**config.mk**
```make
export PLATFORM = sky130hd
export DESIGN_NAME = hda_cordic_stage
export DESIGN_NICKNAME = d
export VERILOG_FILES = /design/src/rtl/core/heading_angle_arctangent_macros.svh /design/src/rtl/core/hda_pkg.sv /design/src/rtl/core/hda_cordic_stage.sv
export SDC_FILE = /design/constraint.sdc
export NUM_CORES = 1
export LEC_CHECK = 0
export BUFFER_PORTS_ARGS = -buffer_cell sky130_fd_sc_hd__buf_2
export CORE_MARGIN = 3
export CORE_UTILIZATION = 50
export DETAILED_ROUTE_END_ITERATION = 8
export PLACE_DENSITY = 0.84
export SLEW_MARGIN = 20
export SYNTH_ARGS = -nofsm -noshare
export SYNTH_HDL_FRONTEND = slang
export SYNTH_SLANG_ARGS = --single-unit
```
**constraint.sdc**
```tcl
create_clock -name clk -period 5.9 [get_ports clk]
set_input_delay 0.885 -clock clk [delete_from_list [all_inputs] [get_ports clk]]
set_output_delay 0.885 -clock clk [all_outputs]
set_load 0.01 [all_outputs]
```
**src/rtl/core/heading_angle_arctangent_macros.svh**
```systemverilog
// ----------------------------------------------------------------------------
// heading angle arctangent assertion macros
// shared concurrent assertion forms, clocked on clk and disabled in reset
// ----------------------------------------------------------------------------
`ifndef HEADING_ANGLE_ARCTANGENT_MACROS_SVH
`define HEADING_ANGLE_ARCTANGENT_MACROS_SVH

// same-cycle implication
`define HDA_ASSERT_IMPL(lbl, ante, cons, msg) \
  lbl: assert property (@(posedge clk) disable iff (!rst_n) (ante) |-> (cons)) \
    else $error(msg);

// next-cycle implication
`define HDA_ASSERT_NEXT(lbl, ante, cons, msg) \
  lbl: assert property (@(posedge clk) disable iff (!rst_n) (ante) |=> (cons)) \
    else $error(msg);

`endif

```
**src/rtl/core/hda_pkg.sv**
```systemverilog
// ----------------------------------------------------------------------------
// hda_pkg
// types, constants and the arctangent table of the heading angle pipeline
// ----------------------------------------------------------------------------
`default_nettype none

package hda_pkg;

  localparam int GUARD_BITS  = 14;
  localparam int TABLE_LEN   = 24;
  localparam int TABLE_IDX_W = 5;
  localparam int ZW          = 32;
  localparam int HEADING_W   = 16;
  localparam int ROUND_SHIFT = 16;

  localparam logic signed [ZW-1:0]        ROUND_HALF  = 32'sd32768;
  localparam logic signed [HEADING_W-1:0] PI_Q12      = 16'sd12868;
  localparam logic signed [HEADING_W-1:0] HALF_PI_Q12 = 16'sd6434;
  localparam logic signed [HEADING_W-1:0] HEADING_MIN = -16'sd19302;

  typedef struct packed {
    logic dx_zero;
    logic dy_pos;
    logic dx_pos;
  } hda_flags_t;

  // atan(2^-i) scaled by 2^28
  function automatic logic signed [ZW-1:0] atan_entry(input logic [TABLE_IDX_W-1:0] idx);
    logic signed [ZW-1:0] v;
    case (idx)
      5'd0:    v = 32'sd210828714;
      5'd1:    v = 32'sd124459457;
      5'd2:    v = 32'sd65760959;
      5'd3:    v = 32'sd33381290;
      5'd4:    v = 32'sd16755422;
      5'd5:    v = 32'sd8385879;
      5'd6:    v = 32'sd4193963;
      5'd7:    v = 32'sd2097109;
      5'd8:    v = 32'sd1048571;
      5'd9:    v = 32'sd524287;
      5'd10:   v = 32'sd262144;
      5'd11:   v = 32'sd131072;
      5'd12:   v = 32'sd65536;
      5'd13:   v = 32'sd32768;
      5'd14:   v = 32'sd16384;
      5'd15:   v = 32'sd8192;
      5'd16:   v = 32'sd4096;
      5'd17:   v = 32'sd2048;
      5'd18:   v = 32'sd1024;
      5'd19:   v = 32'sd512;
      5'd20:   v = 32'sd256;
      5'd21:   v = 32'sd128;
      5'd22:   v = 32'sd64;
      5'd23:   v = 32'sd32;
      default: v = '0;
    endcase
    return v;
  endfunction

endpackage

`default_nettype wire

```
**src/rtl/core/hda_cordic_stage.sv**
```systemverilog
// ----------------------------------------------------------------------------
// hda_cordic_stage
// one registered vectoring iteration with a fixed shift and table entry
// ----------------------------------------------------------------------------
`default_nettype none

module hda_cordic_stage
  import hda_pkg::*;
#(
  parameter int XW   = 35,
  parameter int STEP = 0
) (
  input  logic                 clk,
  input  logic                 rst_n,
  input  logic                 up_valid,
  output logic                 up_ready,
  input  logic signed [XW-1:0] x_in,
  input  logic signed [XW-1:0] y_in,
  input  logic signed [ZW-1:0] z_in,
  input  hda_flags_t           flags_in,
  output logic                 dn_valid,
  input  logic                 dn_ready,
  output logic signed [XW-1:0] x_out,
  output logic signed [XW-1:0] y_out,
  output logic signed [ZW-1:0] z_out,
  output hda_flags_t           flags_out
);

  logic signed [XW-1:0] xs, ys, x_nxt, y_nxt, x_r, y_r;
  logic signed [ZW-1:0] angle, z_nxt, z_r;
  hda_flags_t           flags_r;
  logic                 valid_r, load;

  always_comb begin
    xs    = x_in >>> STEP;
    ys    = y_in >>> STEP;
    angle = atan_entry(TABLE_IDX_W'(STEP));
    if (!y_in[XW-1]) begin
      x_nxt = x_in + ys;
      y_nxt = y_in - xs;
      z_nxt = z_in + angle;
    end else begin
      x_nxt = x_in - ys;
      y_nxt = y_in + xs;
      z_nxt = z_in - angle;
    end
  end

  assign up_ready = !valid_r || dn_ready;
  assign load     = up_valid && up_ready;

  always_ff @(posedge clk) begin
    if (!rst_n) begin
      valid_r <= 1'b0;
    end else if (up_ready) begin
      valid_r <= up_valid;
    end
  end

  always_ff @(posedge clk) begin
    if (load) begin
      x_r     <= x_nxt;
      y_r     <= y_nxt;
      z_r     <= z_nxt;
      flags_r <= flags_in;
    end
  end

  assign dn_valid  = valid_r;
  assign x_out     = x_r;
  assign y_out     = y_r;
  assign z_out     = z_r;
  assign flags_out = flags_r;

endmodule

`default_nettype wire

```
==> run metrics <==
WHS Path Cells=2; Die W=152 um; Synth top area share=29.2%; number of synthesized flops with an enable pin=104; n_diodes=0; PwrDens=221 nW/um2; layout cells sized above 1=17.8%; clock insertion delay at the later pin of the skew report=0.37 ns; Critical path origin=y_in[34]; fillers=1834; Sw Ratio=36.8%; count of cell types in the netlist=73; Slew @ Worst Pin=0.925 ns; Int Pwr=1710 uW; MaxCap Viol Count=0; CTS resizes=0; # DRC=0; # nets final=1665; commonest non-fill, non-tap cell in the layout=buf_2; setup repair bufs after CTS=0; startpoint types=primary input; DRT iter0 DRCs=1198; Arrival @ worst endpoint=4.42 ns; clock slew at reported path FFs=0.07 ns; commonest non-fill, non-tap cells in the layout=buf_2 (214), a21oi_1 (135), ha_1 (131); Critical Path Sink Type=register; vias in the first global route=9975; initial core utilization=51.9%; Clock Skew=0.00739 ns; Switch Pwr=1000 uW; final HPWL from detailed placement=25400 um; RSZ-0062 raised after global routing=no; Final Cycle Share=73.1%; min Tclk post-route=4.32 ns; via count=10.4k; total CTS buffers=9; Leakage=0.00549 uW; GP Congestion=1.01; clock power share=23.2%; WP data required=6.01 ns; post-synthesis register bit count=105; max-slew violations=0; Vias/cell=6.14; die area=23200 um2; critical path fanouts, max=37; Fmax=0.232 GHz; DRT Pass-1 Iters=7; Worst R2R End=y_out[27]; Mapped Area=10700 um2; Post-Synthesis Cells=1237; Seq pwr share=36.5%; Port Buffer Count=215; YS warnings=0; biggest area consumer among synthesized cells=edfxtp_1; syn nets=1481; outcome=completed; Setup-failing EPs final=0; clk sink count=105; fin cells=1695; GRT Util Overall=26.8%; Async SR Flop Fraction=0%; largest cells by area after synthesis=edfxtp_1 (29%), ha_1 (15%), xnor2_1 (6.5%); r2r setup slk=3.75 ns; initial antenna violation count=0; sequential cell area fraction in the yosys report=29.4%; CTS Hold Bufs=0; CTS Buffer Depth=2; Hold Crit Class=register to register; pin count of the biggest net entering global routing=84; Setup TNS Final=0 ns; Comb pwr share=40.3%; # placed instances=1680; IO Pins=216; TritonCTS clock tree=done; post-layout util=59.4%; worst hold path startpoint=dn_valid; Crit Reg-Reg Startpoint=dn_valid; VDD IR-drop max=0.000119 V; DR WL/cell=19.2 um; first-pass GRT wire length=51100 um; die span in y=152 um; relative slew slack=38.4%; Cell Rows=52; Synth Flop Type=edfxtp_1; GRT overflow=0; antenna viol nets, final=0; H-tree depth=3; Reg2Reg Depth=3; syn avg cell area=8.65 um2; Final Hold Fails=0; Total Routed Length=32500 um; Area Growth Syn to Fin=14.5%; crit path kind=primary input to register; hold endpoint=dn_valid; clk root buf=clkbuf_16; core footprint=20600 um2
==> state kept, by name (all words and copies together) (netlist names) <==
register,cells
y_out,35
z_out,32
dn_valid,1
x_out,34
flags_out,3
==> worst max-delay path by stage <==
stage | to | slack (ns) | cells after the start
global route | z_out[31] | 1.19 | 13
global placement | z_out[31] | 1.38 | 13
finish | z_out[31] | 1.58 | 13
CTS | z_out[31] | 1.62 | 13
floorplan | z_out[30] | 1.90 | 12
detailed placement | z_out[31] | 1.25 | 13
==> metrics by stage <==
stage / power (uW) / instance area (um2) / setup slack, ns / hold WS, ns
6_report: 2710 / 12300 / 1.58 / 0.574
5_1_grt: 2840 / 12300 / 1.19 / 0.605
4_1_cts: 2700 / 12300 / 1.62 / 0.573
3_5_place_dp: 2070 / 12000 / 1.25 / 0.563
3_3_place_gp: 2060 / 12000 / 1.38 / 0.537
2_1_floorplan: 1730 / 10700 / 1.90 / 0.610
==> power by group through the flow <==
| stage | Combinational, uW | Sequential [uW] | Clock (uW) |
|---|---|---|---|
| after CTS | 1070 | 994 | 636 |
| after global routing | 1180 | 1000 | 660 |
| after global placement | 1050 | 1010 | 0 |
| after floorplan | 665 | 1060 | 0 |
| final | 1090 | 992 | 629 |
| after detailed placement | 1070 | 1010 | 0 |
==> cells in the mapped netlist, types with 4 or more instances <==
cell	instances
a21oi_1	135
ha_1	131
inv_1	117
edfxtp_1	104
o21ai_0	82
nor2_1	81
xnor2_1	80
nand2_1	61
a21o_1	42
clkbuf_1	30
nor2b_1	27
o21bai_1	27
nor3_1	25
nand3_1	20
a211oi_1	18
nand4_1	18
mux2i_1	16
o21a_1	15
nand2b_1	12
o211ai_1	12
a31oi_1	11
buf_1	11
xor2_1	10
and2_1	9
and3_1	9
o31ai_1	9
or4_1	8
a311oi_1	7
nor4_1	7
o22ai_1	7
a221oi_1	5
o31a_1	5
or3_1	5
a21boi_0	4
clkinv_1	4
fa_1	4
o221ai_1	4
==> layer usage <==
| layer | global-route usage (%) | wire length, um | vias to the layer above |
|---|---|---|---|
| met5 | 0 | 0 | - |
| met4 | 10.3 | 1080 | 0 |
| met3 | 5.25 | 3440 | 85 |
| met2 | 43.5 | 14700 | 631 |
| met1 | 35.3 | 13300 | 4856 |
| li1 | - | - | 4842 |
==> worst max-delay path, cell delays in order <==
cell,delay (ns)
buf_4,0.35
clkinv_1,0.28
buf_4,0.31
ha_1,0.38
nor2b_1,0.16
o31a_1,0.27
o21ai_0,0.30
a31oi_1,0.19
o31ai_1,0.58
nand3_1,0.19
a311oi_1,0.27
o21bai_1,0.11
xnor2_1,0.14
==> cell type report <==
| class | count | area (um2) | share of cell area, % |
|---|---|---|---|
| Clock buffer | 11 | 233 | 1.90 |
| Tap cell | 270 | 338 | 2.76 |
| Timing Repair Buffer | 219 | 1110 | 9.05 |
| Multi-Input combinational cell | 964 | 6920 | 56.5 |
| Clock inverter | 4 | 52.6 | 0.429 |
| Sequential cell | 105 | 3140 | 25.6 |
| Inverter | 122 | 458 | 3.74 |
==> cells by family (layout without fill, tap and decap cells) <==
family | count (synthesis) | count (layout) | synth area share, %
AO/OA/AOI/OAI | 424 | 424 | 25.7
XOR/XNOR | 90 | 90 | 7.36
adder cells (fa/ha/maj) | 135 | 135 | 16.1
buffers and inverters | 168 | 356 | 6.00
flip-flops | 105 | 105 | 29.4
multiplexers | 18 | 18 | 1.71
AND/OR/NAND/NOR | 297 | 297 | 13.8
Power figures use the tool's default switching activity.
