===== src/rtl/core/heading_angle_arctangent_macros.svh =====
// ----------------------------------------------------------------------------
// heading angle arctangent assertion macros
// shared concurrent assertion forms, clocked on clk and disabled in reset
// ----------------------------------------------------------------------------
`ifndef HEADING_ANGLE_ARCTANGENT_MACROS_SVH
`define HEADING_ANGLE_ARCTANGENT_MACROS_SVH

// same-cycle implication
`define HDA_ASSERT_IMPL(lbl, ante, cons, msg) \
  lbl: assert property (@(posedge clk) disable iff (!rst_n) (ante) |-> (cons)) \
    else $error(msg);

// next-cycle implication
`define HDA_ASSERT_NEXT(lbl, ante, cons, msg) \
  lbl: assert property (@(posedge clk) disable iff (!rst_n) (ante) |=> (cons)) \
    else $error(msg);

`endif


===== src/rtl/core/hda_pkg.sv =====
// ----------------------------------------------------------------------------
// hda_pkg
// types, constants and the arctangent table of the heading angle pipeline
// ----------------------------------------------------------------------------
`default_nettype none

package hda_pkg;

  localparam int GUARD_BITS  = 14;
  localparam int TABLE_LEN   = 24;
  localparam int TABLE_IDX_W = 5;
  localparam int ZW          = 32;
  localparam int HEADING_W   = 16;
  localparam int ROUND_SHIFT = 16;

  localparam logic signed [ZW-1:0]        ROUND_HALF  = 32'sd32768;
  localparam logic signed [HEADING_W-1:0] PI_Q12      = 16'sd12868;
  localparam logic signed [HEADING_W-1:0] HALF_PI_Q12 = 16'sd6434;
  localparam logic signed [HEADING_W-1:0] HEADING_MIN = -16'sd19302;

  typedef struct packed {
    logic dx_zero;
    logic dy_pos;
    logic dx_pos;
  } hda_flags_t;

  // atan(2^-i) scaled by 2^28
  function automatic logic signed [ZW-1:0] atan_entry(input logic [TABLE_IDX_W-1:0] idx);
    logic signed [ZW-1:0] v;
    case (idx)
      5'd0:    v = 32'sd210828714;
      5'd1:    v = 32'sd124459457;
      5'd2:    v = 32'sd65760959;
      5'd3:    v = 32'sd33381290;
      5'd4:    v = 32'sd16755422;
      5'd5:    v = 32'sd8385879;
      5'd6:    v = 32'sd4193963;
      5'd7:    v = 32'sd2097109;
      5'd8:    v = 32'sd1048571;
      5'd9:    v = 32'sd524287;
      5'd10:   v = 32'sd262144;
      5'd11:   v = 32'sd131072;
      5'd12:   v = 32'sd65536;
      5'd13:   v = 32'sd32768;
      5'd14:   v = 32'sd16384;
      5'd15:   v = 32'sd8192;
      5'd16:   v = 32'sd4096;
      5'd17:   v = 32'sd2048;
      5'd18:   v = 32'sd1024;
      5'd19:   v = 32'sd512;
      5'd20:   v = 32'sd256;
      5'd21:   v = 32'sd128;
      5'd22:   v = 32'sd64;
      5'd23:   v = 32'sd32;
      default: v = '0;
    endcase
    return v;
  endfunction

endpackage

`default_nettype wire


===== src/rtl/core/hda_post.sv =====
// ----------------------------------------------------------------------------
// hda_post
// rounds the angle to q4.12, saturates it, applies special cases and pi offset
// ----------------------------------------------------------------------------
`default_nettype none

`include "heading_angle_arctangent_macros.svh"

module hda_post
  import hda_pkg::*;
(
  input  logic                        clk,
  input  logic                        rst_n,
  input  logic                        up_valid,
  output logic                        up_ready,
  input  logic signed [ZW-1:0]        z_in,
  input  hda_flags_t                  flags_in,
  output logic                        out_valid,
  input  logic                        out_stall,
  output logic signed [HEADING_W-1:0] out_heading
);

  logic signed [ZW-1:0]        sum;
  logic signed [HEADING_W-1:0] rounded, sat, heading_nxt, heading_r;
  logic                        valid_r, load;

  always_comb begin
    sum     = z_in + ROUND_HALF;
    rounded = sum[ROUND_SHIFT +: HEADING_W];
    if (rounded > HALF_PI_Q12) begin
      sat = HALF_PI_Q12;
    end else if (rounded < -HALF_PI_Q12) begin
      sat = -HALF_PI_Q12;
    end else begin
      sat = rounded;
    end
    if (flags_in.dx_zero) begin
      heading_nxt = flags_in.dy_pos ? HALF_PI_Q12 : '0;
    end else if (flags_in.dx_pos) begin
      heading_nxt = sat - PI_Q12;
    end else begin
      heading_nxt = sat;
    end
  end

  assign up_ready = !valid_r || !out_stall;
  assign load     = up_valid && up_ready;

  always_ff @(posedge clk) begin
    if (!rst_n) begin
      valid_r <= 1'b0;
    end else if (up_ready) begin
      valid_r <= up_valid;
    end
  end

  always_ff @(posedge clk) begin
    if (load) begin
      heading_r <= heading_nxt;
    end
  end

  assign out_valid   = valid_r;
  assign out_heading = heading_r;

  `HDA_ASSERT_IMPL(a_flags_exclusive, up_valid, !(flags_in.dx_zero && flags_in.dx_pos), "dx zero and positive together")
  `HDA_ASSERT_IMPL(a_heading_range, valid_r, (heading_r <= HALF_PI_Q12) && (heading_r >= HEADING_MIN), "heading out of range")
  `HDA_ASSERT_NEXT(a_load_shows, load, valid_r, "loaded result not presented")

endmodule

`default_nettype wire


===== config.mk =====
export PLATFORM = sky130hd
export DESIGN_NAME = hda_post
export DESIGN_NICKNAME = d
export VERILOG_FILES = /design/src/rtl/core/hda_pkg.sv /design/src/rtl/core/hda_post.sv
export VERILOG_INCLUDE_DIRS = /design/src /design/src/rtl/core
export SDC_FILE = /design/constraint.sdc
export NUM_CORES = 1
export LEC_CHECK = 0
export BUFFER_PORTS_ARGS = -buffer_cell sky130_fd_sc_hd__buf_2
export CORE_MARGIN = 2
export CORE_UTILIZATION = 25
export CTS_CLUSTER_DIAMETER = 120
export DETAILED_ROUTE_END_ITERATION = 10
export GPL_TIMING_DRIVEN = 0
export HOLD_SLACK_MARGIN = 0.08
export SLEW_MARGIN = 30
export SYNTH_ARGS = -nofsm -noshare
export SYNTH_HDL_FRONTEND = slang
export SYNTH_SLANG_ARGS = --single-unit

===== constraint.sdc =====
create_clock -name clk -period 4.8 [get_ports clk]
set_input_delay 0.72 -clock clk [delete_from_list [all_inputs] [get_ports clk]]
set_output_delay 0.72 -clock clk [all_outputs]
set_load 0.005 [all_outputs]

==> summary.txt <==
Synthesis
  – Most frequent cell after synthesis: nand2_1
  – Post-synthesis net count: 306
  – Synthesized area: 2000 um2
  – Avg Inst Size Synth: 7.58 um2
  – Adder-cell share of the synthesized area: 1.88%
  – Top cells by count, synth: nand2_1, nor2_1, a21oi_1
  – Most used DFF post-synth: edfxtp_1
  – Simple-gate share of the synthesized area: 34.5%
  – Register area share after synthesis: 25.0%
  – Count of cell types in the netlist: 61
  – Yosys reg bits: 17
  – Compound-Gate Fraction of Synth Area: 22.6%
  – Main area contributors after synthesis: edfxtp_1, nand2_1, a21oi_1
  – Yosys top cell area share: 24.0%
  – Post-Synth XOR/XNOR Area: 8.26%
  – Mux contribution to synthesized area: 1.56%
  – FFs w/ async S/R, synth: 0%
  – Leading area contributor after synthesis: edfxtp_1
  – Synth warn: 0
  – Syn Inst Count: 264
  – Main combinational cell family by area after synthesis: simple AND/OR/NAND/NOR gates
  – EDFF count, synth: 16

Die
  – Total die area: 8730 um2
  – Die Ht: 93.5 um
  – Initial Utilization: 25.9%
  – Chip width: 93.5 um
  – IO Count: 57
  – Core area: 7730 um2
  – Rows: 32

Placement
  – Dpl ws: -0.345 ns
  – IO Port Bufs: 35
  – DP Area: 2300 um2
  – HPWL Detailed: 4370 um
  – Placer Congestion: 0.870

Critical path
  – Critical Path AT: 4.58 ns
  – CP cell instances: buf_2, ha_1, buf_6, nand3_4, or3_1, and2_0, clkbuf_1, nor4b_2, o311a_1, or2_1, clkbuf_1, buf_6, o21bai_2, ha_2, nand3_1, o41ai_2, a21oi_2, or3_1, a21oi_1, nand4b_1
  – Critical-path top delay cell: or3_1
  – Worst path buffer plus inverter count: 5
  – Crit end category: flip-flop
  – Crit Path Category: input pin to flip-flop
  – Max FO, Critical Path: 10
  – Crit start category: input pin
  – WP data required: 4.91 ns
  – Family with the most delay on the worst path: simple AND/OR/NAND/NOR gates
  – CP peak stage delay: 0.41 ns

Layout
  – Fill count: 832
  – Final #Nets: 346
  – Design Area, Final: 2400 um2
  – Share of layout cells above drive strength 1: 20.5%
  – Synth-to-layout area growth: 19.9%
  – Antenna cells: 0

Clock network
  – TritonCTS clock tree: done
  – Num CTS Buffers: 3
  – CTS sink count: 17
  – Clock slew seen by the registers of the worst setup and hold paths: 0.06 ns
  – CTS HTree Levels: 1
  – Clock tree buffer depth: 2
  – CTS root buffer: clkbuf_8
  – Worst skew pair latency: 0.25 ns

Timing
  – Fmax: 224 MHz
  – Max-slew violations: 0
  – Period Utilization, post-route: 93.2%
  – Final Hold Fails: 0
  – Final worst slack: 0.328 ns
  – Minimum hold slack: 0.551 ns
  – Actual slew at the worst max-slew pin: 0.723 ns
  – Final setup violation count: 0
  – Slew headroom: 51.8%
  – Unrepaired setup endpoints after global routing: false
  – Post-route clock skew: 0.000627 ns
  – Min cycle time layout: 4.47 ns

Detailed routing
  – DRC errors left: 0
  – Vias per inst: 5.26
  – Wire length per cell: 13.9 um
  – Vias: 2130
  – First-pass detailed-route iteration total: 4
  – Routed Antenna Nets: 0
  – Final WL: 5620 um
  – Initial DRC count: 102

Global route
  – Gr ovfl total: 0
  – Largest net degree at the start of global routing: 17
  – Gr usage total: 13.0%
  – Vias in the first global route: 1929
  – Antenna violations before repair: 0
  – First-pass GRT wire length: 9290 um

Worst hold path
  – Hold Crit Class: flip-flop to flip-flop

Power
  – Worst VDD drop: 0.0833 mV
  – Static leakage: 0.863 nW
  – PwrDens: 186 nW/um2
  – Tot Pwr: 0.000446 W

Job
  – Max Cap Viol: 0

Status
  – Outcome: complete, no violations
[cells in the final DEF (no fill, tap or decap), types with 4 or more instances in the layout]
cell / instances
o211ai_1: 5
a31oi_1: 4
inv_1: 4
or4_1: 5
o21ai_0: 4
nand2_1: 30
or3_1: 6
a21oi_1: 18
nand2b_1: 4
a21o_1: 5
nand3_1: 14
nor2_1: 23
xor2_1: 7
edfxtp_1: 16
buf_2: 40
and3_1: 4
nor4_1: 5
clkbuf_1: 10
nand4_1: 7
xnor2_1: 10
nor3_1: 9
and2_1: 4
[path summary, 6_finish.rpt]
kind / from / endpoint / slack (ns) / cells past startpoint
worst max-delay path: z_in[15] / out_heading[12]$_DFFE_PP_ / 0.33 / 20
worst min-delay path: out_valid$_SDFFE_PN0N_ / out_valid$_SDFFE_PN0N_ / 0.55 / 2
worst min register to register: out_valid$_SDFFE_PN0N_ / out_valid$_SDFFE_PN0N_ / 0.55 / 2
worst max register to register: out_valid$_SDFFE_PN0N_ / out_heading[5]$_DFFE_PP_ / 3.45 / 2
[routing by layer]
metal | GRT usage (%) | vias to the layer above | share of wire (%)
li1 | - | 1074 | -
met1 | 18.8 | 968 | 48
met2 | 20.4 | 83 | 44
met3 | 1.05 | 5 | 6.7
met4 | 3.80 | 0 | 0.94
met5 | 0 | - | 0
[through the flow]
step	TNS, ns	utilization, %	instances
after floorplan	0	-	264
after global placement	-0.840	29.8	401
after detailed placement	-0.939	29.8	401
after CTS	0	30.5	405
after global routing	0	31.1	405
final	0	31.1	405
[worst min-delay path: stages, from the launching register on]
cell and delay (ns):
dfxtp_1 0.32, a21oi_1 0.12, nor2b_1 0.06
[final cells by class]
class	count	area (um2)	share of cell area [%]
multi-input cells	221	1420	59.2
flip-flops and latches	17	500	20.9
repair buffers	36	183	7.61
well taps	102	128	5.32
plain buffers	20	104	4.33
clock buffers	4	45.0	1.88
inverters	5	18.8	0.782
[cells by family after synthesis]
| logic type | after synthesis |
|---|---|
| AND/OR/NAND/NOR | 130 |
| adder cells (fa/ha/maj) | 3 |
| buffers and inverters | 26 |
| flip-flops | 17 |
| AO/OA/AOI/OAI | 67 |
| multiplexers | 3 |
| XOR/XNOR | 18 |
[registers in the layout, indices dropped and copies added, names as in the netlist]
name	flops
out_heading	16
out_valid	1
[timing repair]
action | in CTS | in global routing
pin swaps | 1 | 0
resized for setup | 1 | 14
setup buffers | 1 | 0
endpoints found under the setup margin | 2 | 7
hold buffers | 0 | 0
[where the power goes]
group / switching [W] / internal, W
clock network: 0.0000443 / 0.0000588
logic: 0.0000979 / 0.0000639
registers: 0.00000262 / 0.000178
No activity file was read; power rests on OpenSTA's default activity.
