File: src/rtl/core/heading_angle_arctangent_macros.svh
// ----------------------------------------------------------------------------
// heading angle arctangent assertion macros
// shared concurrent assertion forms, clocked on clk and disabled in reset
// ----------------------------------------------------------------------------
`ifndef HEADING_ANGLE_ARCTANGENT_MACROS_SVH
`define HEADING_ANGLE_ARCTANGENT_MACROS_SVH

// same-cycle implication
`define HDA_ASSERT_IMPL(lbl, ante, cons, msg) \
  lbl: assert property (@(posedge clk) disable iff (!rst_n) (ante) |-> (cons)) \
    else $error(msg);

// next-cycle implication
`define HDA_ASSERT_NEXT(lbl, ante, cons, msg) \
  lbl: assert property (@(posedge clk) disable iff (!rst_n) (ante) |=> (cons)) \
    else $error(msg);

`endif

File: src/rtl/core/hda_pkg.sv
// ----------------------------------------------------------------------------
// hda_pkg
// types, constants and the arctangent table of the heading angle pipeline
// ----------------------------------------------------------------------------
`default_nettype none

package hda_pkg;

  localparam int GUARD_BITS  = 14;
  localparam int TABLE_LEN   = 24;
  localparam int TABLE_IDX_W = 5;
  localparam int ZW          = 32;
  localparam int HEADING_W   = 16;
  localparam int ROUND_SHIFT = 16;

  localparam logic signed [ZW-1:0]        ROUND_HALF  = 32'sd32768;
  localparam logic signed [HEADING_W-1:0] PI_Q12      = 16'sd12868;
  localparam logic signed [HEADING_W-1:0] HALF_PI_Q12 = 16'sd6434;
  localparam logic signed [HEADING_W-1:0] HEADING_MIN = -16'sd19302;

  typedef struct packed {
    logic dx_zero;
    logic dy_pos;
    logic dx_pos;
  } hda_flags_t;

  // atan(2^-i) scaled by 2^28
  function automatic logic signed [ZW-1:0] atan_entry(input logic [TABLE_IDX_W-1:0] idx);
    logic signed [ZW-1:0] v;
    case (idx)
      5'd0:    v = 32'sd210828714;
      5'd1:    v = 32'sd124459457;
      5'd2:    v = 32'sd65760959;
      5'd3:    v = 32'sd33381290;
      5'd4:    v = 32'sd16755422;
      5'd5:    v = 32'sd8385879;
      5'd6:    v = 32'sd4193963;
      5'd7:    v = 32'sd2097109;
      5'd8:    v = 32'sd1048571;
      5'd9:    v = 32'sd524287;
      5'd10:   v = 32'sd262144;
      5'd11:   v = 32'sd131072;
      5'd12:   v = 32'sd65536;
      5'd13:   v = 32'sd32768;
      5'd14:   v = 32'sd16384;
      5'd15:   v = 32'sd8192;
      5'd16:   v = 32'sd4096;
      5'd17:   v = 32'sd2048;
      5'd18:   v = 32'sd1024;
      5'd19:   v = 32'sd512;
      5'd20:   v = 32'sd256;
      5'd21:   v = 32'sd128;
      5'd22:   v = 32'sd64;
      5'd23:   v = 32'sd32;
      default: v = '0;
    endcase
    return v;
  endfunction

endpackage

`default_nettype wire

File: src/rtl/core/hda_prep.sv
// ----------------------------------------------------------------------------
// hda_prep
// forms dx and dy, folds the vector into the right half plane and scales it
// ----------------------------------------------------------------------------
`default_nettype none

module hda_prep
  import hda_pkg::*;
#(
  parameter int COORD_BITS = 16,
  parameter int XW         = 35
) (
  input  logic                         clk,
  input  logic                         rst_n,
  input  logic                         up_valid,
  output logic                         up_ready,
  input  logic signed [COORD_BITS-1:0] source_x,
  input  logic signed [COORD_BITS-1:0] source_y,
  input  logic signed [COORD_BITS-1:0] target_x,
  input  logic signed [COORD_BITS-1:0] target_y,
  output logic                         dn_valid,
  input  logic                         dn_ready,
  output logic signed [XW-1:0]         x_out,
  output logic signed [XW-1:0]         y_out,
  output hda_flags_t                   flags_out
);

  localparam int EXT = XW - COORD_BITS - 2 - GUARD_BITS;

  logic signed [COORD_BITS:0]   dx, dy;
  logic signed [COORD_BITS+1:0] dxw, dyw, xa, ya;
  logic signed [XW-1:0]         x_nxt, y_nxt, x_r, y_r;
  hda_flags_t                   flags_nxt, flags_r;
  logic                         valid_r, load;

  always_comb begin
    dx  = {target_x[COORD_BITS-1], target_x} - {source_x[COORD_BITS-1], source_x};
    dy  = {target_y[COORD_BITS-1], target_y} - {source_y[COORD_BITS-1], source_y};
    dxw = {dx[COORD_BITS], dx};
    dyw = {dy[COORD_BITS], dy};
    xa  = dx[COORD_BITS] ? -dxw : dxw;
    ya  = dx[COORD_BITS] ? -dyw : dyw;
    x_nxt = {{EXT{xa[COORD_BITS+1]}}, xa, {GUARD_BITS{1'b0}}};
    y_nxt = {{EXT{ya[COORD_BITS+1]}}, ya, {GUARD_BITS{1'b0}}};
    flags_nxt.dx_zero = (dx == '0);
    flags_nxt.dy_pos  = !dy[COORD_BITS] && (dy != '0);
    flags_nxt.dx_pos  = !dx[COORD_BITS] && (dx != '0);
  end

  assign up_ready = !valid_r || dn_ready;
  assign load     = up_valid && up_ready;

  always_ff @(posedge clk) begin
    if (!rst_n) begin
      valid_r <= 1'b0;
    end else if (up_ready) begin
      valid_r <= up_valid;
    end
  end

  always_ff @(posedge clk) begin
    if (load) begin
      x_r     <= x_nxt;
      y_r     <= y_nxt;
      flags_r <= flags_nxt;
    end
  end

  assign dn_valid  = valid_r;
  assign x_out     = x_r;
  assign y_out     = y_r;
  assign flags_out = flags_r;

endmodule

`default_nettype wire

File: config.mk
export PLATFORM = sky130hd
export DESIGN_NAME = hda_prep
export DESIGN_NICKNAME = d
export VERILOG_FILES = /design/src/rtl/core/heading_angle_arctangent_macros.svh /design/src/rtl/core/hda_pkg.sv /design/src/rtl/core/hda_prep.sv
export SDC_FILE = /design/constraint.sdc
export NUM_CORES = 1
export LEC_CHECK = 0
export BUFFER_PORTS_ARGS = -buffer_cell sky130_fd_sc_hd__buf_2
export CAP_MARGIN = 20
export CORE_ASPECT_RATIO = 0.75
export CORE_UTILIZATION = 50
export CTS_BUF_LIST = sky130_fd_sc_hd__clkbuf_8
export CTS_CLUSTER_DIAMETER = 30
export DETAILED_ROUTE_END_ITERATION = 8
export GPL_TIMING_DRIVEN = 0
export HOLD_SLACK_MARGIN = 0.03
export PLACE_DENSITY = 0.89
export SLEW_MARGIN = 20
export SYNTH_ARGS = -nofsm -noshare
export SYNTH_HDL_FRONTEND = slang
export SYNTH_SLANG_ARGS = --single-unit
File: constraint.sdc
create_clock -name clk -period 3.7 [get_ports clk]
set_clock_uncertainty 0.05 [all_clocks]
set_input_delay 0.185 -clock clk [delete_from_list [all_inputs] [get_ports clk]]
set_output_delay 0.185 -clock clk [all_outputs]
set_load 0.02 [all_outputs]
==> flow_summary.toml, run 1 <==
[logic_synthesis]
synth_edf_count = 39
synth_cell_type_count = 67
syn-instance-count = 458
synth.area.top_cells = "edfxtp_1, ha_1, xnor2_1"
synth_ff_type = "edfxtp_1"
async_flop_share_pct = 0
synth_area_leader_cell = "edfxtp_1"
synth-simple-area-share_pct = 14.4
synth_common_cells = "inv_1, edfxtp_1, ha_1"
ys_ff_latch = 40
synthesis.area_um2 = 4080
yosysMostFrequentCell = "inv_1"
synthAdderAreaFrac_pct = 12.3
ys_seq_area_share_pct = 29.2
synth_compound_area_share_pct = 19.8
synth_top_area_share_pct = 28.7
avgSynthCellArea_um2 = 8.90
yosysWarnings = 0
synth_top_family_by_area = "compound AO/OA/AOI/OAI gates"
synth_xor_area_share_pct = 10.7
synthMuxAreaShare_pct = 1.01

[global_routing]
grt_pass1_wl_um = 14400
antenna_found_initial = 0
grt_overflow = 0
grt_usage_pct = 21.1
grt_pass1_vias = 3255
grt_max_degree = 34

[sta]
hold_violations = 0
maxSlewViolCount = 0
fin_crit_sh_pct = 87.5
rsz0062_at_grt = "no"
finalSetupTns_ns = 0
relSlewSlack_pct = 63.7
max_freq_mhz = 309
worst_slew_pin_slew_ns = 0.544
min_period_ns = 3.24
setup_violations = 0

[pwr]
seqPwrFrac_pct = 35.7
swShare_pct = 38.8
power_density_nw_per_um2 = 356
max-vdd-ir-drop_mv = 0.216
leakagePower_nw = 2.43
pwr-share-clk_pct = 15.5
p_int_mw = 1.09
comb_power_share_pct = 48.9
p_sw_uw = 689

[run_status]
status = "complete, no violations"

[layout]
drive_above_1_share_pct = 28.7
antennaDiodeCount = 0
syn2layout_area_growth_pct = 22.4
postLayoutCoreUtil_pct = 63.3
nFillCells = 682
layout.nets = 715

[placed_design]
place_congestion = 0.833
numPortBuffers = 114
hpwl_um = 7400

[clock_tree]
root_buffer = "clkbuf_8"
cts_resized = 0
cts_hold_buf = 0
cts_tree = "built"
clockBufferDepth = 2
clk_pin_slew_ns = 0.07
cts.sinks = 40
h-tree-depth = 2
clk_latency_ns = 0.28
post-cts-setup-buffers = 0
cts_buffers = 5

[critical_path]
critPathMaxStageDelay_ns = 0.44
path_class = "input pin to flip-flop"
cpMostUsedCell = "ha_1"
crit_fanout = 3
cp_top_family = "compound AO/OA/AOI/OAI gates"
reg2reg_slack_ns = 2.44
cp.required_ns = 3.68
slowest_stage = "a311o_1"
critical_path.startpoint_type = "input pin"
cp.arrival_ns = 3.21
endpoint_kind = "flip-flop"
path_buf_inv = 1
path_cells = "buf_2 -> ha_1 -> fa_1 -> nand2b_1 -> a211o_1 -> a21o_1 -> o21ai_1 -> o221ai_1 -> a311o_1 -> nor4_1 -> nand2_1 -> ha_1 -> mux2i_1"

[floorplan]
die_w_um = 106
die-area_um2 = 8520
rows = 28
coreArea_um2 = 7880
initial_utilization_pct = 51.7
ios = 143
die_height_um = 80.2

[detailed_routing]
wire_per_inst_um = 12.6
drc = 0
viasPerCell = 5.15
first_pass_iters = 5
routed_wl_um = 9020
antenna_left = 0
num_vias = 3677
drt_iter0_drc = 152

[hold_path]
worstHoldPathType = "input pin to flip-flop"

[flow_run]
cap_violations = 0
-- power groups by stage --
stage / logic (mW) / registers [mW] / clock network, mW
CTS: 0.867 / 0.634 / 0.283
finish: 0.868 / 0.634 / 0.275
floorplan: 0.550 / 0.735 / 0
detailed placement: 0.864 / 0.643 / 0
global route: 0.954 / 0.640 / 0.297
global placement: 0.832 / 0.644 / 0
-- registers in the layout (all words and copies together), names as in the netlist --
register / count
dn_valid: 1
y_out: 18
flags_out: 3
x_out: 18
-- layout make-up --
| cell class | count | area (µm²) | area share (%) |
|---|---|---|---|
| Buffer | 46 | 314 | 6.30 |
| Clock buffer | 5 | 68.8 | 1.38 |
| Clock inverter | 3 | 15.0 | 0.301 |
| Inverter | 51 | 191 | 3.84 |
| Multi-Input combinational cell | 349 | 2490 | 49.8 |
| Sequential cell | 40 | 1190 | 23.9 |
| Tap cell | 105 | 131 | 2.63 |
| Timing Repair Buffer | 115 | 591 | 11.8 |
-- metal layers --
layer	GRT usage, %	part of all wire, %	wire [µm]	vias to the layer above
met5	0	0	0	-
met4	5.14	1.4	129	0
met3	4.55	8.2	740	17
met2	35.5	44	3980	154
met1	27.7	46	4170	1633
li1	-	-	-	1873
-- layout by cell type (no fill, tap or decap), types with 5 or more instances in the layout --
| cell | instances |
|---|---|
| a21oi_1 | 21 |
| conb_1 | 29 |
| ha_1 | 37 |
| buf_4 | 34 |
| edfxtp_1 | 39 |
| inv_1 | 52 |
| xnor2_1 | 36 |
| or3_1 | 6 |
| o211ai_1 | 5 |
| nor2_1 | 32 |
| nand2_1 | 30 |
| nand3_1 | 12 |
| o211a_1 | 5 |
| xor2_1 | 14 |
| o21ai_0 | 15 |
| o31ai_1 | 7 |
| a211oi_1 | 5 |
| o21a_1 | 11 |
| a21o_1 | 8 |
| clkbuf_8 | 5 |
| buf_2 | 117 |
| nor3_1 | 5 |
| clkbuf_1 | 5 |
-- final timing paths --
| check | from | end | cells past startpoint |
|---|---|---|---|
| max reg2reg | dn_valid | y_out[15] | 3 |
| min reg2reg | dn_valid | dn_valid | 2 |
| max | source_y[0] | y_out[30] | 13 |
| min | up_valid | dn_valid | 3 |
-- through the flow --
stage	hold WS [ns]	power (mW)	worst slack, ns	cell area, µm²	cells
finish	0.105	1.78	0.462	4990	714
global route	0.101	1.89	0.247	4990	714
CTS	0.0979	1.78	0.488	4990	714
detailed placement	0.409	1.51	0.196	4900	706
global placement	0.394	1.48	0.237	4880	705
floorplan	0.274	1.28	0.568	4180	486
-- tightest hold or removal path, delay by kind of cell --
kind | cells | cell delay, ns
buf+inv | 2 | 0.14
compound gates | 1 | 0.06
-- cell families after synthesis --
| kind of cell | Yosys count |
|---|---|
| buffers and inverters | 97 |
| xor gates and xnor gates | 50 |
| muxes | 4 |
| and+or+nand+nor | 116 |
| DFF | 40 |
| adders and majority gates | 39 |
| AOI/OAI and AO/OA | 111 |
| other | 1 |
(Power assumes the default switching activity.)
==> inputs of run 2 (changes only) <==
--- a/config.mk
+++ b/config.mk
@@ -8,8 +8,8 @@
 export BUFFER_PORTS_ARGS = -buffer_cell sky130_fd_sc_hd__buf_2
 export CAP_MARGIN = 20
 export CORE_ASPECT_RATIO = 0.75
-export CORE_UTILIZATION = 50
-export CTS_BUF_LIST = sky130_fd_sc_hd__clkbuf_8
+export CORE_UTILIZATION = 52
+export CTS_BUF_LIST = sky130_fd_sc_hd__clkbuf_16
 export CTS_CLUSTER_DIAMETER = 30
 export DETAILED_ROUTE_END_ITERATION = 8
 export GPL_TIMING_DRIVEN = 0
==> flow_summary.toml, run 2 (synthesis gave the netlist of run 1 again) <==
[placed_design]
dpl_cell_area_um2 = 4910
hpwl_um = 7640
place_congestion = 0.833
numPortBuffers = 114
placed_cells = 702

[clock_tree]
cts_resized = 0
cts.sinks = 40
clk_latency_ns = 0.28
cts_hold_buf = 0
clockBufferDepth = 2
clk_pin_slew_ns = 0.06
h-tree-depth = 2
cts_tree = "built"
root_buffer = "clkbuf_16"
cts_buffers = 5
post-cts-setup-buffers = 0

[global_routing]
grt_pass1_wl_um = 14900
grt_max_degree = 25
grt_usage_pct = 22.1
grt_overflow = 0
antenna_found_initial = 0
gr-usage-met3_pct = 4.57
grt_pass1_vias = 3334
met1_usage_pct = 29.3
grt.busiest_layer = "met2"
grt_util_met2_pct = 38.3

[critical_path]
cp.arrival_ns = 3.23
slowest_stage = "a311o_1"
rr_worst_depth = 3
r2r-start = "dn_valid"
r2r-end = "y_out[23]"
critPathMaxStageDelay_ns = 0.45
critical_path.startpoint_type = "input pin"
cp.required_ns = 3.66
reg2reg_slack_ns = 2.25
cpMostUsedCell = "ha_1"
path_cells = "buf_2 -> ha_1 -> fa_1 -> nand2b_1 -> a211o_1 -> a21o_1 -> o21ai_1 -> o221ai_1 -> a311o_1 -> nor4_1 -> nand2_1 -> ha_1 -> mux2i_1"
crit_fanout = 3
endpoint_kind = "flip-flop"
path_class = "input pin to flip-flop"

[detailed_routing]
viasPerCell = 5.28
drc = 0
num_vias = 3748
routed_wl_um = 9310
first_pass_iters = 6
drt_iter0_drc = 170
antenna_left = 0
wire_per_inst_um = 13.1

[hold_path]
hold_path_startpoint = "rst_n"
min_to = "dn_valid"
worstHoldPathType = "input pin to flip-flop"
min_path_cells = 2

[sta]
fin_crit_sh_pct = 88.3
relSlewSlack_pct = 61.8
setup_violations = 0
hold_violations = 0
finalSetupTns_ns = 0
maxSlewViolCount = 0
rsz0062_at_grt = "no"
min_period_ns = 3.27
worst_slew_pin_slew_ns = 0.574
max_freq_mhz = 306

[layout]
drive_above_1_share_pct = 29.1
final_cells = 710
nFillCells = 621
final_common_cell = "buf_2"
layout.nets = 715
mostFrequentLayoutCells = "buf_2, inv_1, edfxtp_1"
postLayoutCellArea_um2 = 5080
syn2layout_area_growth_pct = 24.6
antennaDiodeCount = 0

[floorplan]
die-area_um2 = 8200
die_w_um = 104
initial_utilization_pct = 54.6
rows = 27
die_height_um = 78.7
coreArea_um2 = 7470
ios = 143

[pwr]
power_density_nw_per_um2 = 395
max-vdd-ir-drop_mv = 0.257
leakagePower_nw = 2.47

[flow_run]
cap_violations = 0

[run_status]
status = "complete, no violations"
==> run 2: cell types whose count changed in the layout (fill, tap and decap cells not counted), sizes merged <==
cell | before | now
bufinv | 0 | 1
clkinv | 1 | 0
==> run 2: worst max-delay path by stage <==
| stage | startpoint | end | slack (ns) | cells past startpoint |
|---|---|---|---|---|
| finish | source_y[0] | y_out[30] | 0.43 | 13 |
| detailed placement | source_y[0] | y_out[30] | 0.16 | 13 |
| global placement | source_y[0] | y_out[30] | 0.23 | 13 |
| global route | source_x[0] | x_out[30] | 0.28 | 12 |
| floorplan | target_y[0] | y_out[30] | 0.57 | 13 |
| CTS | source_y[0] | y_out[30] | 0.45 | 13 |
==> run 2: through the flow <==
stage	power (mW)	setup slack [ns]	utilization [%]	hold WS, ns
after floorplan	1.28	0.568	-	0.274
after global placement	1.48	0.230	65.3	0.393
after detailed placement	1.51	0.157	65.7	0.405
after CTS	2.01	0.447	68.0	0.110
after global routing	2.12	0.282	68.0	0.112
final	2.01	0.431	68.0	0.108
==> run 2: per-layer routing <==
metal  up-vias  wire [µm]
met4         0         87
met2       169       4240
met5         -          0
met1      1697       4260
met3        12        724
li1       1870          -
==> run 2: final cells by class <==
cell class	count	area, µm²	area share, %
buffer	46	314	6.18
timing repair buffer	115	598	11.8
clock buffer	5	125	2.46
inverter	51	191	3.77
sequential	40	1190	23.5
clock inverter	3	46.3	0.912
multi-input combinational	349	2490	49.0
tap	101	126	2.49
==> run 2: critical path: cells and delay by family <==
family | cells | cell delay, ns
compound gates | 5 | 1.30
buf+inv | 1 | 0.10
simple gates | 3 | 0.65
fa+ha+maj | 3 | 0.94
mux | 1 | 0.06
==> run 2: power breakdown <==
group          switching, mW  total (mW)  internal (mW)
combinational          0.527       0.880          0.352
sequential            0.0227       0.632          0.609
clock                  0.177       0.497          0.320
total                  0.727        2.01           1.28
==> inputs of run 3 (changes only) <==
--- a/config.mk
+++ b/config.mk
@@ -14,7 +14,7 @@
 export DETAILED_ROUTE_END_ITERATION = 8
 export GPL_TIMING_DRIVEN = 0
 export HOLD_SLACK_MARGIN = 0.03
-export PLACE_DENSITY = 0.89
+export PLACE_DENSITY = 0.83
 export SLEW_MARGIN = 20
 export SYNTH_ARGS = -nofsm -noshare
 export SYNTH_HDL_FRONTEND = slang
==> flow_summary.toml, run 3 (synthesis gave the netlist of run 1 again) <==
[floorplan]
rows = 27
die-area_um2 = 8200
die_w_um = 104
initial_utilization_pct = 54.6
die_height_um = 78.7
ios = 143
coreArea_um2 = 7470

[global_routing]
grt_usage_pct = 21.6
grt_pass1_wl_um = 14400
met1_usage_pct = 26.9
grt_pass1_vias = 3246
grt_max_degree = 34
gr-usage-met3_pct = 4.57
grt.busiest_layer = "met2"
antenna_found_initial = 0
grt_overflow = 0
grt_util_met2_pct = 38.8

[clock_tree]
cts_buffers = 5
clk_latency_ns = 0.28
clk_pin_slew_ns = 0.06
cts_resized = 0
clockBufferDepth = 2
root_buffer = "clkbuf_16"
h-tree-depth = 2
cts_tree = "built"
post-cts-setup-buffers = 0
cts.sinks = 40
cts_hold_buf = 0

[critical_path]
critPathMaxStageDelay_ns = 0.44
critical_path.startpoint_type = "input pin"
r2r-start = "dn_valid"
cp_top_family = "compound AO/OA/AOI/OAI gates"
worst-path-stages = 13
crit_fanout = 3
cpMostUsedCell = "ha_1"
endpoint_kind = "flip-flop"
path_cells = "buf_2 -> ha_1 -> fa_1 -> nand2b_1 -> a211o_1 -> a21o_1 -> o21ai_1 -> o221ai_1 -> a311o_1 -> nor4_1 -> nand2_1 -> ha_1 -> mux2i_1"
slowest_stage = "a311o_1"
cp.arrival_ns = 3.29
reg2reg_slack_ns = 2.38
path_class = "input pin to flip-flop"
r2r-end = "y_out[14]"
rr_worst_depth = 3
path_buf_inv = 1
cp.required_ns = 3.66

[layout]
layout.nets = 715
syn2layout_area_growth_pct = 23.7
drive_above_1_share_pct = 29.1
mostFrequentLayoutCells = "buf_2, inv_1, edfxtp_1"
postLayoutCoreUtil_pct = 67.6
postLayoutCellArea_um2 = 5040
antennaDiodeCount = 0
final_common_cell = "buf_2"

[detailed_routing]
wire_per_inst_um = 13.0
routed_wl_um = 9210
antenna_left = 0
num_vias = 3771
first_pass_iters = 4
viasPerCell = 5.31
drt_iter0_drc = 133
drc = 0

[sta]
rsz0062_at_grt = "no"
max_freq_mhz = 300
finalSetupTns_ns = 0
worst_slew_pin_slew_ns = 0.531
hold_violations = 0
relSlewSlack_pct = 64.3
setup_violations = 0
min_period_ns = 3.33
maxSlewViolCount = 0
fin_crit_sh_pct = 90.1

[placed_design]
hpwl_um = 7580
dpl_cell_area_um2 = 4900
numPortBuffers = 114
place_congestion = 0.838

[hold_path]
min_to = "dn_valid"
hold_path_startpoint = "rst_n"
min_path_cells = 2
worstHoldPathType = "input pin to flip-flop"

[pwr]
finalPower_mw = 1.92
power_density_nw_per_um2 = 380
max-vdd-ir-drop_mv = 0.274
leakagePower_nw = 2.46

[run_status]
status = "complete, no violations"

[flow_run]
cap_violations = 0
[run 3: worst reg2reg max path: cells and delay by family (launching register included)]
| kind | cells | cell delay, ns |
|---|---|---|
| simple gates | 2 | 0.39 |
| buf+inv | 1 | 0.24 |
| flops | 1 | 0.32 |
[run 3: where the power goes]
part / switching [mW] / total (mW) / internal, mW
Clock: 0.162 / 0.410 / 0.248
Sequential: 0.0258 / 0.635 / 0.610
Combinational: 0.520 / 0.871 / 0.351
Total: 0.707 / 1.92 / 1.21
[run 3: how the worst max path moves through the flow]
stage	start	to	slack, ns
finish	source_y[0]	y_out[30]	0.37
global route	source_x[0]	x_out[30]	0.18
CTS	source_y[0]	y_out[30]	0.38
detailed placement	source_y[0]	y_out[30]	0.11
global placement	source_y[0]	y_out[30]	0.24
floorplan	target_y[0]	y_out[30]	0.57
[run 3: per-layer routing]
layer / wire length (µm) / part of all wire, % / up-vias
li1: - / - / 1881
met3: 699 / 7.6 / 8
met4: 98 / 1.1 / 0
met5: 0 / 0 / -
met1: 4070 / 44 / 1737
met2: 4340 / 47 / 145
[run 3: final cells by class]
type	instances	area, µm²
flip-flops and latches	40	1190
well taps	101	126
repair buffers	115	591
clock buffers	5	125
clock inverters	3	18.8
fillers	610	2420
multi-input cells	349	2490
plain buffers	46	314
inverters	51	191
[run 3: stage by stage]
stage | instances | hold WS, ns | setup WS (ns)
after floorplan | 486 | 0.274 | 0.568
after global placement | 701 | 0.394 | 0.237
after detailed placement | 702 | 0.406 | 0.107
after CTS | 710 | 0.115 | 0.379
after global routing | 710 | 0.128 | 0.175
final | 710 | 0.116 | 0.367
